===== src/rtl/qrs_pkg.sv =====
// shared types and constants for the queue with running stats block
// no dependencies
`timescale 1ns / 1ps

package qrs_pkg;

  localparam int QUEUE_DEPTH_DEF = 16;

  localparam int VAL_W   = 32;
  localparam int TOTAL_W = 36;
  localparam int POS_W   = 5;

  localparam logic [1:0] OP_PUSH  = 2'd0;
  localparam logic [1:0] OP_POP   = 2'd1;
  localparam logic [1:0] OP_QUERY = 2'd2;

  // control from the sequencer to the min/max compare unit
  typedef struct packed {
    logic             clear;
    logic             feed;
    logic [POS_W-1:0] pos;
  } mm_ctl_t;

  typedef struct packed {
    logic [POS_W-1:0]        min_pos;
    logic signed [VAL_W-1:0] min_value;
    logic [POS_W-1:0]        max_pos;
    logic signed [VAL_W-1:0] max_value;
  } mm_res_t;

endpackage


===== src/rtl/queue_with_running_stats_core.sv =====
// bounded fifo with running sum and min/max rescan, one word in, one word out
// sequence: update, a pop-subtract step when a pop removes a word, a scan of every held entry
//   (one entry per cycle through the single read port of the store), query, then finish
// a new word is taken only in idle, once the finish step has handed off the last result;
//   finish waits while an earlier result is still stalled at the output
// reset: synchronous, clears state, head, fill count, running sum and valid; store contents undefined
`timescale 1ns / 1ps

module queue_with_running_stats_core
  import qrs_pkg::*;
#(
  parameter int QUEUE_DEPTH = QUEUE_DEPTH_DEF
) (
  input  logic                      clk,
  input  logic                      rst,
  input  logic                      in_valid,
  output logic                      in_ready,
  input  logic [1:0]                op,
  input  logic signed [VAL_W-1:0]   value,
  input  logic [4:0]                query_index,
  output logic                      out_valid,
  input  logic                      out_ready,
  output logic [4:0]                count,
  output logic signed [TOTAL_W-1:0] total,
  output logic signed [4:0]         min_pos,
  output logic signed [VAL_W-1:0]   min_value,
  output logic signed [4:0]         max_pos,
  output logic signed [VAL_W-1:0]   max_value,
  output logic signed [VAL_W-1:0]   query_value,
  output logic                      query_found,
  output logic                      overflow
);

  localparam int AW = $clog2(QUEUE_DEPTH);
  localparam int CW = $clog2(QUEUE_DEPTH + 1);
  localparam int PW = (CW > POS_W) ? CW : POS_W;
  localparam logic [AW:0]   DEPTH_A = (AW+1)'(QUEUE_DEPTH);
  localparam logic [CW-1:0] DEPTH_C = CW'(QUEUE_DEPTH);
  localparam logic [AW-1:0] LAST_A  = AW'(QUEUE_DEPTH - 1);

  typedef enum logic [2:0] {
    S_IDLE,
    S_UPDATE,
    S_POP_SUB,
    S_SCAN,
    S_QUERY,
    S_FINISH
  } state_t;

  state_t                    state;
  logic [AW-1:0]             head;
  logic [CW-1:0]             fill;
  logic signed [TOTAL_W-1:0] sum;
  logic [1:0]                op_r;
  logic signed [VAL_W-1:0]   value_r;
  logic [4:0]                qidx;
  logic                      ovf;
  logic [CW-1:0]             scan_pos;
  logic                      rd_feed;
  logic [POS_W-1:0]          rd_pos;

  logic [AW-1:0]             pos_sel;
  logic [AW:0]               addr_sum;
  logic [AW-1:0]             addr;
  logic                      push_ok;
  logic                      we;
  logic signed [VAL_W-1:0]   rdata;
  logic [PW-1:0]             scan_pos_ext;
  logic [PW-1:0]             fill_ext;
  logic                      qhit;
  mm_ctl_t                   mm_ctl;
  mm_res_t                   mm_res;

  assign in_ready     = (state == S_IDLE);
  assign push_ok      = (fill < DEPTH_C);
  assign scan_pos_ext = PW'(scan_pos);
  assign fill_ext     = PW'(fill);
  assign qhit         = (PW'(qidx) < fill_ext);

  // shared slot adder: head plus position, wrapped at the queue depth
  always_comb begin
    case (state)
      S_UPDATE: pos_sel = (op_r == OP_POP) ? '0 : fill[AW-1:0];
      S_SCAN:   pos_sel = scan_pos[AW-1:0];
      default:  pos_sel = AW'(qidx) & {AW{qhit}};
    endcase
    addr_sum = {1'b0, head} + {1'b0, pos_sel};
    if (addr_sum >= DEPTH_A) begin
      addr = AW'(addr_sum - DEPTH_A);
    end else begin
      addr = addr_sum[AW-1:0];
    end
  end

  assign we = (state == S_UPDATE) && (op_r == OP_PUSH) && push_ok;

  qrs_ram #(
    .DEPTH (QUEUE_DEPTH),
    .AW    (AW)
  ) u_ram (
    .clk   (clk),
    .we    (we),
    .waddr (addr),
    .wdata (value_r),
    .raddr (addr),
    .rdata (rdata)
  );

  assign mm_ctl.clear = (state == S_UPDATE);
  assign mm_ctl.feed  = rd_feed;
  assign mm_ctl.pos   = rd_pos;

  qrs_minmax u_minmax (
    .clk (clk),
    .rst (rst),
    .ctl (mm_ctl),
    .din (rdata),
    .res (mm_res)
  );

  always_ff @(posedge clk) begin
    if (rst) begin
      state     <= S_IDLE;
      head      <= '0;
      fill      <= '0;
      sum       <= '0;
      out_valid <= 1'b0;
      rd_feed   <= 1'b0;
    end else begin
      rd_feed <= (state == S_SCAN);
      rd_pos  <= scan_pos_ext[POS_W-1:0];
      // the finish state handles its own handoff of the output word
      if (out_valid && out_ready && state != S_FINISH) begin
        out_valid <= 1'b0;
      end
      case (state)
        S_IDLE: begin
          if (in_valid) begin
            op_r    <= op;
            value_r <= value;
            qidx    <= query_index;
            state   <= S_UPDATE;
          end
        end
        S_UPDATE: begin
          scan_pos <= '0;
          ovf      <= (op_r == OP_PUSH) && !push_ok;
          if (op_r == OP_PUSH && push_ok) begin
            fill  <= fill + 1'b1;
            sum   <= sum + TOTAL_W'(value_r);
            state <= S_SCAN;
          end else if (op_r == OP_POP && fill != '0) begin
            state <= S_POP_SUB;
          end else if (fill == '0) begin
            state <= S_QUERY;
          end else begin
            state <= S_SCAN;
          end
        end
        S_POP_SUB: begin
          // head word read back during the update cycle
          sum   <= sum - TOTAL_W'(rdata);
          head  <= (head == LAST_A) ? '0 : head + 1'b1;
          fill  <= fill - 1'b1;
          state <= (fill == CW'(1)) ? S_QUERY : S_SCAN;
        end
        S_SCAN: begin
          scan_pos <= scan_pos + 1'b1;
          if (scan_pos == fill - 1'b1) begin
            state <= S_QUERY;
          end
        end
        S_QUERY: begin
          state <= S_FINISH;
        end
        S_FINISH: begin
          // read address still points at the query slot, so rdata holds
          if (!out_valid || out_ready) begin
            out_valid   <= 1'b1;
            count       <= fill_ext[POS_W-1:0];
            total       <= sum;
            min_pos     <= mm_res.min_pos;
            min_value   <= mm_res.min_value;
            max_pos     <= mm_res.max_pos;
            max_value   <= mm_res.max_value;
            query_found <= qhit;
            query_value <= qhit ? rdata : '1;
            overflow    <= ovf;
            state       <= S_IDLE;
          end
        end
        default: begin
          state <= S_IDLE;
        end
      endcase
    end
  end

endmodule


===== src/rtl/qrs_ram.sv =====
// entry store: one write port and one registered read port
// no package dependencies
`timescale 1ns / 1ps

module qrs_ram #(
  parameter int DEPTH = 16,
  parameter int AW    = 4
) (
  input  logic                clk,
  input  logic                we,
  input  logic [AW-1:0]       waddr,
  input  logic signed [31:0]  wdata,
  input  logic [AW-1:0]       raddr,
  output logic signed [31:0]  rdata
);

  logic signed [31:0] mem [DEPTH];

  always_ff @(posedge clk) begin
    if (we) begin
      mem[waddr] <= wdata;
    end
  end

  always_ff @(posedge clk) begin
    rdata <= mem[raddr];
  end

endmodule


===== src/rtl/qrs_minmax.sv =====
// shared compare unit: tracks first minimum and first maximum over a scan
// depends on qrs_pkg
`timescale 1ns / 1ps

module qrs_minmax
  import qrs_pkg::*;
(
  input  logic                    clk,
  input  logic                    rst,
  input  mm_ctl_t                 ctl,
  input  logic signed [VAL_W-1:0] din,
  output mm_res_t                 res
);

  logic                    any;
  logic signed [VAL_W-1:0] lo;
  logic signed [VAL_W-1:0] hi;
  logic [POS_W-1:0]        lo_pos;
  logic [POS_W-1:0]        hi_pos;

  always_ff @(posedge clk) begin
    if (rst) begin
      any <= 1'b0;
    end else if (ctl.clear) begin
      any <= 1'b0;
    end else if (ctl.feed) begin
      any <= 1'b1;
      // strict compares so the entry nearest the head wins a tie
      if (!any || din < lo) begin
        lo     <= din;
        lo_pos <= ctl.pos;
      end
      if (!any || din > hi) begin
        hi     <= din;
        hi_pos <= ctl.pos;
      end
    end
  end

  always_comb begin
    if (any) begin
      res.min_pos   = lo_pos;
      res.min_value = lo;
      res.max_pos   = hi_pos;
      res.max_value = hi;
    end else begin
      res.min_pos   = '1;
      res.min_value = '0;
      res.max_pos   = '1;
      res.max_value = '0;
    end
  end

endmodule


===== config.mk =====
export PLATFORM = sky130hd
export DESIGN_NAME = queue_with_running_stats_core
export DESIGN_NICKNAME = d
export VERILOG_FILES = /design/src/rtl/qrs_pkg.sv /design/src/rtl/queue_with_running_stats_core.sv /design/src/rtl/qrs_ram.sv /design/src/rtl/qrs_minmax.sv
export SDC_FILE = /design/constraint.sdc
export NUM_CORES = 1
export LEC_CHECK = 0
export BUFFER_PORTS_ARGS = -buffer_cell sky130_fd_sc_hd__buf_2
export CAP_MARGIN = 10
export CORE_UTILIZATION = 46
export CTS_CLUSTER_SIZE = 20
export DETAILED_ROUTE_END_ITERATION = 6
export GPL_TIMING_DRIVEN = 0
export SYNTH_ARGS = -nofsm -noshare
export SYNTH_HDL_FRONTEND = slang
export SYNTH_SLANG_ARGS = --single-unit

===== constraint.sdc =====
create_clock -name clk -period 21.9 [get_ports clk]
set_clock_uncertainty 0.15 [all_clocks]
set_input_delay 1.095 -clock clk [delete_from_list [all_inputs] [get_ports clk]]
set_output_delay 1.095 -clock clk [all_outputs]
set_load 0.05 [all_outputs]

==> reports/metrics.csv, run 1 <==
stage,metric,value,unit
worst_setup_path,cpPeakStageDelay,610,ps
worst_setup_path,worstPathMaxFanout,10,
worst_setup_path,rr_endpoint,u_ram.mem[1][5],
synth,synth.cell_area,35600,µm²
pwr,power.leakage,0.0147,µW
sta,fin_crit,7490,ps
outcome,status,completed,
flow_run,max-cap-violations,0,
min_path,hp-class,reg2reg,
min_path,holdCritStartpoint,ovf,
sta,tns,0,ps
worst_setup_path,critPathKind,reg2reg,
clocking,cts_made_buffers,91,
final_layout,areaGrowthSynthToFinish,17.2,%
die,core_area,76200,µm²
pwr,powerDensity,126,nW/µm²
sta,finalHoldViolCount,0,
worst_setup_path,cp-start-kind,flip-flop,
final_layout,drive_above_1_share,23.3,%
sta,slew_headroom,26.5,%
min_path,whs_endpoint,overflow,
routing,drt_iter0_markers,1726,
synth,syn_nets,2251,
final_layout,nets,2595,
worst_setup_path,critical-path-top-delay-family,buffers and inverters,
sta,worstMarginPinSlew,1100,ps
worst_setup_path,reg2reg_from,fill[2],
sta,rsz0062_at_grt,no,
worst_setup_path,path_cells,"clkbuf_1, inv_1, ha_1, a21boi_0, o21ai_0, nand2b_1, a21oi_1, buf_4, clkbuf_1, nand3_1, o21ai_0, ha_1, inv_1, fa_1, clkbuf_1, clkbuf_1, clkbuf_1, nand3_1, nor3_2, buf_6, buf_6, buf_8, buf_6",
place,port-buffer-count,192,
grt,antenna_found_initial,1,
synth,synth_flop_cell,edfxtp_1,
worst_setup_path,r2r_slack,14410,ps
clocking,cts_max_path_buffers,3,
worst_setup_path,critPathBufInv,12,
worst_setup_path,startpoint,fill[2],
sta,post-route-period-util,34.2,%
die,rows,101,
clocking,cts.sinks,868,
sta,slew_violations,0,
clocking,cts_resized,0,
grt,grt_max_degree,38,
worst_setup_path,r2r_cells,23,
clocking,clk_latency,650,ps
grt,grt_remaining_overflow,0,
routing,drc,0,
sta,setup_violations,0,
final_layout,num-fill-cells,5969,
routing,routed_wl,85200,µm
worst_setup_path,critPathArrivalTime,7670,ps
synth,avgSynthCellArea,17.0,µm²
sta,fmax,134,MHz
die,die_h,280,µm
synth,ys_ff_latch,868,
clocking,post-cts-setup-buffers,0,
routing,avgRoutedWirePerCell,24.0,µm
pwr,power,5250,µW
die,pin_count,194,
synth,yosysWarnings,0,
place,dpl.hpwl,60400,µm
worst_setup_path,cp_slowest_cell,clkbuf_1,
synth,syn-instance-count,2095,
routing,first_pass_iters,5,
routing,num_vias,19700,
synth,synth-async-reset-ratio,0,%
clocking,hold_buffers,0,
worst_setup_path,crit_path_frequent_cell,clkbuf_1,
synth,ys_seq_area_share,71.0,%
grt,grt_usage,22.0,%
routing,vias_per_cell,5.55,
clocking,cts_root_buf,clkbuf_16,
grt,grt_first_pass_wirelength,127000,µm
die,die-width,280,µm
grt,grt_pass1_vias,20100,
final_layout,antennaDiodeCount,0,
clocking,path_clk_slew,60,ps
place,gp_congestion,0.919,
worst_setup_path,worstSetupEndpointType,flip-flop,
synth,synth-edff-count,785,
die,dieArea,78400,µm²
pwr,vdd_drop_max,0.0683,mV
clocking,cts_tree,done,
die,start_util,46.7,%
worst_setup_path,critPathRequiredTime,22090,ps
routing,antenna_left,0,
clocking,h-tree-depth,3,
synth,synth_cell_types,69,
min_path,hold-path-cell-count,0,
-- metal layers --
layer / part of all wire, % / routed length [µm] / track usage, %
met5: 0 / 0 / 0
met4: 2.0 / 1740 / 6.42
met3: 5.4 / 4580 / 2.76
met2: 48 / 41300 / 36.0
met1: 44 / 37600 / 31.1
-- Yosys cell counts (19+ instances only) --
cell	count	share of area [%]
edfxtp_1	785	66
xnor2_1	34	0.84
a21o_1	45	0.95
o21ai_0	60	0.84
ha_1	111	3.9
and2_1	66	1.2
nand3_1	19	0.27
xor2_1	36	0.89
nor2_1	71	0.75
nand2b_1	49	0.86
nand2_1	127	1.3
dfxtp_1	83	4.7
inv_1	89	0.94
clkbuf_1	74	0.78
a21oi_1	93	1.3
mux4_2	160	10
nor3_1	27	0.38
-- metrics by stage --
stage	setup WS, ps	utilization, %	cells	hold slack, ps	cell area (µm²)
2_1_floorplan	13310	-	2095	250	35600
3_3_place_gp	10270	49.6	3317	257	37800
3_5_place_dp	14000	50.8	3374	255	38700
4_1_cts	13970	54.7	3544	269	41700
5_1_grt	13920	54.7	3546	272	41700
6_report	14410	54.7	3546	269	41700
-- sequential cells by signal (all words and copies together) (netlist names), 32 cells and up --
signal and flops:
u_minmax.lo 32, total 36, sum 36, max_value 32, value_r 32, u_ram.rdata 32
query_value 32, min_value 32, u_ram.mem 512, u_minmax.hi 32
-- cell families (layout without fill, tap and decap cells) --
group	count (synthesis)	count (layout)	share of synthesized area, %
buffers and inverters	169	590	1.79
adders and majority gates	113	113	4.02
AOI/OAI and AO/OA	277	277	4.94
xor gates and xnor gates	70	70	1.72
and+or+nand+nor	435	435	6.33
muxes	163	163	10.2
DFF	868	868	71.0
-- how the worst max path moves through the flow --
stage	to	cells after the start
6_report	u_ram.mem[1][5]	23
5_1_grt	u_ram.mem[1][5]	23
4_1_cts	u_ram.mem[1][5]	22
3_5_place_dp	u_ram.mem[1][2]	22
3_3_place_gp	u_ram.mem[13][9]	18
2_1_floorplan	count[0]	4
-- power by group --
group	internal, µW	leakage [µW]	total (µW)	switching, µW
sequential	1990	0.00777	2200	212
combinational	681	0.00552	1520	844
clock	891	0.00144	1520	627
-- layout by cell type, fill, tap and decap left out, types with 6 or more instances in the layout --
cell type and instances:
nand2b_1 49, xnor2_1 34, nor3_2 13, mux4_2 160, clkbuf_1 104, nor2_1 70, and3_1 10, edfxtp_1 785
buf_12 10, a31oi_1 13, a211oi_1 9, o21ai_0 60, clkbuf_16 94, nor3_1 14, clkinv_1 11, or3_1 7
ha_1 111, o211ai_1 6, buf_2 195, a21oi_1 92, a21o_1 45, nand2_1 127, clkbuf_8 15, and2_1 66
clkinv_2 7, dfxtp_1 83, buf_8 7, buf_6 40, xor2_1 36, inv_1 89, nand4_1 15, nor2b_1 9
nand3_1 19
-- final cells by class --
class,count,area (µm²),share of cell area [%]
plain buffers,80,304,0.730
clock buffers,139,2670,6.41
clock inverters,31,294,0.706
inverters,89,334,0.802
multi-input cells,1058,9800,23.5
flip-flops and latches,868,25200,60.5
well taps,1030,1290,3.09
repair buffers,251,1750,4.20
(Power assumes the default switching activity.)
==> run 2, diff against run 1 <==
--- a/config.mk
+++ b/config.mk
@@ -11,6 +11,7 @@
 export CTS_CLUSTER_SIZE = 20
 export DETAILED_ROUTE_END_ITERATION = 6
 export GPL_TIMING_DRIVEN = 0
+export PLACE_DENSITY = 0.65
 export SYNTH_ARGS = -nofsm -noshare
 export SYNTH_HDL_FRONTEND = slang
 export SYNTH_SLANG_ARGS = --single-unit
==> constraint.sdc (replaced) <==
create_clock -name clk -period 6.13 [get_ports clk]
set_clock_uncertainty 0.15 [all_clocks]
set_input_delay 0.3065 -clock clk [delete_from_list [all_inputs] [get_ports clk]]
set_output_delay 0.3065 -clock clk [all_outputs]
set_load 0.05 [all_outputs]
==> run 2 against run 1 <==
Routed wire length decreased by 0.47%. Combinational power increased to 3.6 times the previous value. Clock power increased to 3.6 times the previous value. Die area unchanged. Register-to-register slack got worse by 14000 ps. Cell count increased by 1.2%. Largest cell class unchanged.
==> reports/metrics.csv, run 2 (synthesized netlist as in run 1, its figures left out) <==
stage,metric,value,unit
sta,slew_violations,0,
final_layout,top_register,u_ram.mem,
worst_setup_path,critPathKind,reg2reg,
final_layout,layout_commonest_cell,edfxtp_1,
pwr,powerDensity,445,nW/µm²
grt,use_met2,36.0,%
routing,drt_iter0_markers,1614,
place,postPlaceCellArea,38800,µm²
grt,antenna_found_initial,0,
routing,antenna_left,0,
pwr,vdd_drop_max,0.236,mV
pwr,power.internal,12700,µW
grt,gr-usage-met3,4.06,%
outcome,status,completed,
pwr,p_clk_share,28.8,%
grt,grt_first_pass_wirelength,126000,µm
clocking,clk_latency,660,ps
worst_setup_path,reg2reg_from,fill[2],
clocking,cts.sinks,868,
place,port-buffer-count,192,
die,dieArea,78400,µm²
worst_setup_path,cpPeakStageDelay,780,ps
clocking,path_clk_slew,60,ps
min_path,hp-class,in2reg,
worst_setup_path,cp-start-kind,flip-flop,
final_layout,nets,2636,
worst_setup_path,crit_path_frequent_cell,clkbuf_2,
worst_setup_path,worstSetupEndpointType,flip-flop,
final_layout,drive_above_1_share,24.0,%
routing,routed_wl,84800,µm
sta,post-route-period-util,94.2,%
sta,fmax,173,MHz
sta,fin_crit,5780,ps
grt,grt_usage,21.8,%
min_path,holdCritStartpoint,rst,
final_layout,final_area,42300,µm²
worst_setup_path,startpoint,fill[2],
sta,finalHoldViolCount,0,
die,core_area,76200,µm²
final_layout,post-route-util,55.6,%
routing,drc,0,
final_layout,biggestRegsByFlops,"u_ram.mem: 512 flops, sum: 36 flops, total: 36 flops",
routing,num_vias,19800,
sta,whs,112,ps
final_layout,areaGrowthSynthToFinish,19.1,%
sta,setup_violations,0,
die,start_util,46.7,%
clocking,h-tree-depth,3,
die,die-width,280,µm
pwr,p_comb_share,29.3,%
grt,grtUsageMet1,29.2,%
final_layout,largest_register_ffs,512,
sta,slew_headroom,27.9,%
final_layout,num-fill-cells,5877,
routing,vias_per_cell,5.53,
clocking,cts_max_path_buffers,3,
final_layout,antennaDiodeCount,0,
place,gp_congestion,0.913,
die,rows,101,
worst_setup_path,critPathArrivalTime,5970,ps
grt,grt.busiest_layer,met2,
worst_setup_path,worstPathMaxFanout,16,
place,dpl.hpwl,59100,µm
grt,grt_pass1_vias,20300,
pwr,power.leakage,0.0151,µW
routing,first_pass_iters,5,
worst_setup_path,cp_slowest_cell,fa_2,
sta,tns,0,ps
clocking,cts_root_buf,clkbuf_16,
grt,grt_max_degree,40,
die,pin_count,194,
worst_setup_path,path_cells,"clkbuf_1, inv_1, ha_1, a21boi_0, o21ai_0, nand2b_1, a21oi_4, clkbuf_2, nand3_1, o21ai_0, ha_1, inv_1, fa_2, clkbuf_2, clkbuf_2, nand2_1, nor3_4, buf_16, buf_8",
clocking,cts_tree,done,
clocking,cts_made_buffers,90,
flow_run,max-cap-violations,0,
worst_setup_path,critPathRequiredTime,6320,ps
pwr,seq_power_share,41.8,%
routing,avgRoutedWirePerCell,23.6,µm
grt,grt_remaining_overflow,0,
pwr,switchingPower,6120,µW
pwr,switching_share,32.5,%
sta,rsz0062_at_grt,no,
final_layout,final_cell_mix,"edfxtp_1, buf_2, mux4_2, nand2_1, ha_1",
die,die_h,280,µm
sta,worstMarginPinSlew,1070,ps
==> run 2: cell types whose count changed in the layout (fill, tap and decap cells not counted), moves of 7 or more <==
cell and delta:
buf_16 +9, buf_6 -29, buf_4 +15, clkbuf_8 -9, dlygate4sd3_1 +41, nor3_4 +12, clkbuf_1 -20, nor3_2 -11
buf_8 +7, clkbuf_2 +11, clkinv_2 +17
==> run 2: cell type report <==
cell class / instances / area [µm²] / share of cell area [%]
buffer: 79 / 314 / 0.742
sequential: 868 / 25200 / 59.6
inverter: 89 / 334 / 0.789
multi-input combinational: 1058 / 9910 / 23.4
clock inverter: 51 / 518 / 1.22
timing repair buffer: 294 / 2300 / 5.43
tap: 1030 / 1290 / 3.04
clock buffer: 119 / 2440 / 5.77
==> run 2: worst paths after layout <==
| kind | endpoint | slack [ps] | cells after the start |
|---|---|---|---|
| hold / removal | sum[35] | 110 | 3 |
| hold reg to reg | overflow | 270 | 0 |
| setup / recovery | u_ram.mem[0][6] | 350 | 19 |
| setup reg to reg | u_ram.mem[0][6] | 350 | 19 |
==> run 2: timing repair <==
action	4_1_cts	5_1_grt
setup endpoints to repair	545	335
resized for setup	16	13
hold buffers	41	0
buffers inserted	9	5
pin swaps	7	3
endpoints found under the hold margin	41	0
gates cloned	0	0
==> run 2: per-stage QoR <==
stage          total power [µW]  instances  setup WS [ps]
2_1_floorplan             11600       2095           -546
3_3_place_gp              13300       3317          -5480
3_5_place_dp              13500       3362          -1820
4_1_cts                   19000       3581           23.4
5_1_grt                   19700       3588           6.00
6_report                  18800       3588            354
==> run 2: power by group through the flow <==
stage,combinational [µW],clock (µW),sequential (µW)
after detailed placement,5460,0,7990
after floorplan,3910,0,7710
final,5520,5440,7880
after global placement,5270,0,7990
after global routing,6020,5760,7930
after CTS,5550,5530,7880
==> run 2: routing by layer <==
metal | up-vias | share of wire [%]
li1 | 8942 | -
met1 | 10100 | 43
met2 | 683 | 49
met3 | 123 | 6.2
met4 | 0 | 2.4
met5 | - | 0
==> run 2: critical path: cells and delay by family (launching register included) <==
family / cells / cell delay (ps)
and+or+nand+nor: 4 / 940
DFF: 1 / 330
buffers and inverters: 8 / 2030
AOI/OAI and AO/OA: 4 / 630
adders and majority gates: 3 / 1340
==> run 3, diff against run 2 <==
--- a/config.mk
+++ b/config.mk
@@ -11,6 +11,7 @@
 export CTS_CLUSTER_SIZE = 20
 export DETAILED_ROUTE_END_ITERATION = 6
 export GPL_TIMING_DRIVEN = 0
+export MAX_ROUTING_LAYER = met4
 export PLACE_DENSITY = 0.65
 export SYNTH_ARGS = -nofsm -noshare
 export SYNTH_HDL_FRONTEND = slang
==> run 3 against run 2 <==
Critical endpoint is now u_ram.mem[2][3]. Largest cell class unchanged. Critical path depth decreased by 3. Non-clock buffer count fell by 5. Sequential power hardly changed.
==> reports/metrics.csv, run 3 (synthesized netlist as in run 1, its figures left out) <==
stage,metric,value,unit
outcome,status,completed,
routing,routed_wl,85800,µm
final_layout,largest_register_ffs,512,
worst_setup_path,cp-endpoint,u_ram.mem[2][3],
grt,grt_pass1_vias,20000,
final_layout,antennaDiodeCount,0,
pwr,vdd_drop_max,0.228,mV
die,die-width,280,µm
routing,vias_per_cell,5.56,
routing,top_layer,met4,
final_layout,biggestRegsByFlops,"u_ram.mem: 512 flops, sum: 36 flops, total: 36 flops",
final_layout,nets,2631,
final_layout,instances_no_fill,3582,
die,dieArea,78400,µm²
clocking,cts_root_buf,clkbuf_16,
sta,slew_headroom,12.1,%
worst_setup_path,critPathKind,reg2reg,
place,gp_congestion,0.918,
clocking,cts_max_path_buffers,3,
sta,whs,102,ps
worst_setup_path,r2r_slack,320,ps
worst_setup_path,reg2reg_from,fill[2],
place,post-place-cells,3364,
min_path,hp-class,in2reg,
worst_setup_path,worstPathMaxFanout,19,
die,die_h,280,µm
worst_setup_path,critPathArrivalTime,5990,ps
routing,drt_iter0_markers,1800,
routing,antenna_left,0,
final_layout,register_area,25200,µm²
sta,fin_crit,5810,ps
sta,finalHoldViolCount,0,
final_layout,multi_input_area,9880,µm²
routing,num_vias,19900,
sta,tns,0,ps
grt,grt_remaining_overflow,0,
pwr,power,18900,µW
pwr,power.leakage,0.0151,µW
routing,routed-wl-met2,41400,µm
grt,grt_max_degree,40,
clocking,cts.sinks,868,
routing,drc,0,
final_layout,post-route-util,55.6,%
final_layout,areaGrowthSynthToFinish,19.2,%
sta,fmax,172,MHz
grt,grt_usage,22.7,%
place,port-buffer-count,192,
routing,wl_met1,36500,µm
grt,grt_first_pass_wirelength,127000,µm
final_layout,drive_above_1_share,23.8,%
worst_setup_path,rr_endpoint,u_ram.mem[2][3],
sta,setup_violations,0,
sta,post-route-period-util,94.8,%
worst_setup_path,r2r_cells,16,
clocking,cts_tree,done,
final_layout,layout_commonest_cell,edfxtp_1,
worst_setup_path,critPathRequiredTime,6310,ps
clocking,clk_latency,660,ps
clocking,path_clk_slew,60,ps
final_layout,num-fill-cells,5928,
die,core_area,76200,µm²
final_layout,top_register,u_ram.mem,
clocking,h-tree-depth,3,
routing,wl_met3,5480,µm
die,rows,101,
routing,first_pass_iters,5,
routing,avgRoutedWirePerCell,23.9,µm
grt,antenna_found_initial,2,
flow_run,max-cap-violations,0,
die,pin_count,194,
sta,slew_violations,0,
clocking,cts_made_buffers,90,
pwr,powerDensity,447,nW/µm²
sta,worstMarginPinSlew,1310,ps
worst_setup_path,startpoint,fill[2],
worst_setup_path,cp-start-kind,flip-flop,
die,start_util,46.7,%
final_layout,final_cell_mix,"edfxtp_1, buf_2, mux4_2, nand2_1, ha_1",
place,dpl.hpwl,59600,µm
worst_setup_path,worstSetupEndpointType,flip-flop,
run 3: cell count changes in the layout (fill, tap and decap cells not counted), moves of 3 or more:
| cell | previous run | this run |
|---|---|---|
| buf_6 | 11 | 14 |
| clkinv_1 | 9 | 15 |
| buf_16 | 10 | 13 |
| clkbuf_8 | 6 | 10 |
| clkbuf_1 | 84 | 77 |
| buf_8 | 14 | 11 |
| buf_4 | 16 | 9 |
| clkinv_2 | 24 | 16 |
run 3: per-stage QoR:
step	worst slack [ps]	area (µm²)
after floorplan	-546	35600
after global placement	-5460	37900
after detailed placement	-2010	38800
after CTS	1.47	42300
after global routing	-8.18	42400
final	321	42400
run 3: how the worst min path moves through the flow:
| stage | from | endpoint | slack (ps) | cells past startpoint |
|---|---|---|---|---|
| after CTS | rst | u_minmax.any | 70 | 3 |
| after global placement | ovf | overflow | 260 | 0 |
| final | rst | u_minmax.any | 100 | 3 |
| after floorplan | ovf | overflow | 250 | 0 |
| after detailed placement | ovf | overflow | 270 | 0 |
| after global routing | rst | u_minmax.any | 120 | 3 |
run 3: cell type report:
cell class	instances	share of cell area, %
buffer	78	0.738
multi-input combinational	1058	23.3
tap	1030	3.04
sequential	868	59.5
inverter	89	0.788
clock inverter	50	1.25
timing repair buffer	290	5.47
clock buffer	119	5.86
run 3: metal layers:
layer,GRT usage (%),vias up
met5,-,-
met2,35.8,692
met4,7.62,0
met3,3.52,126
met1,30.3,10200
li1,-,8927
run 3: worst max-delay path, stage by stage (launching register included):
cell,delay (ps)
dfxtp_1,350
clkbuf_1,350
inv_1,150
ha_1,310
a21boi_0,120
o21ai_0,170
nand2b_1,120
a21oi_4,420
clkbuf_2,370
nand3_1,140
o21ai_0,130
ha_1,230
inv_1,60
fa_2,380
xor2_1,1020
and3_2,750
buf_12,250
run 3: repair_timing:
item	4_1_cts	5_1_grt
setup endpoints to repair	545	106
hold buffers	41	0
gates resized for setup	7	34
endpoints found under the hold margin	41	0
pin swaps	3	2
setup buffers	3	7
run 3: report_power, final:
group / total, µW / leakage [µW] / internal (µW) / switching, µW
logic: 5540 / 0.00582 / 2480 / 3070
clock network: 5520 / 0.00147 / 3210 / 2310
registers: 7880 / 0.00777 / 7120 / 757
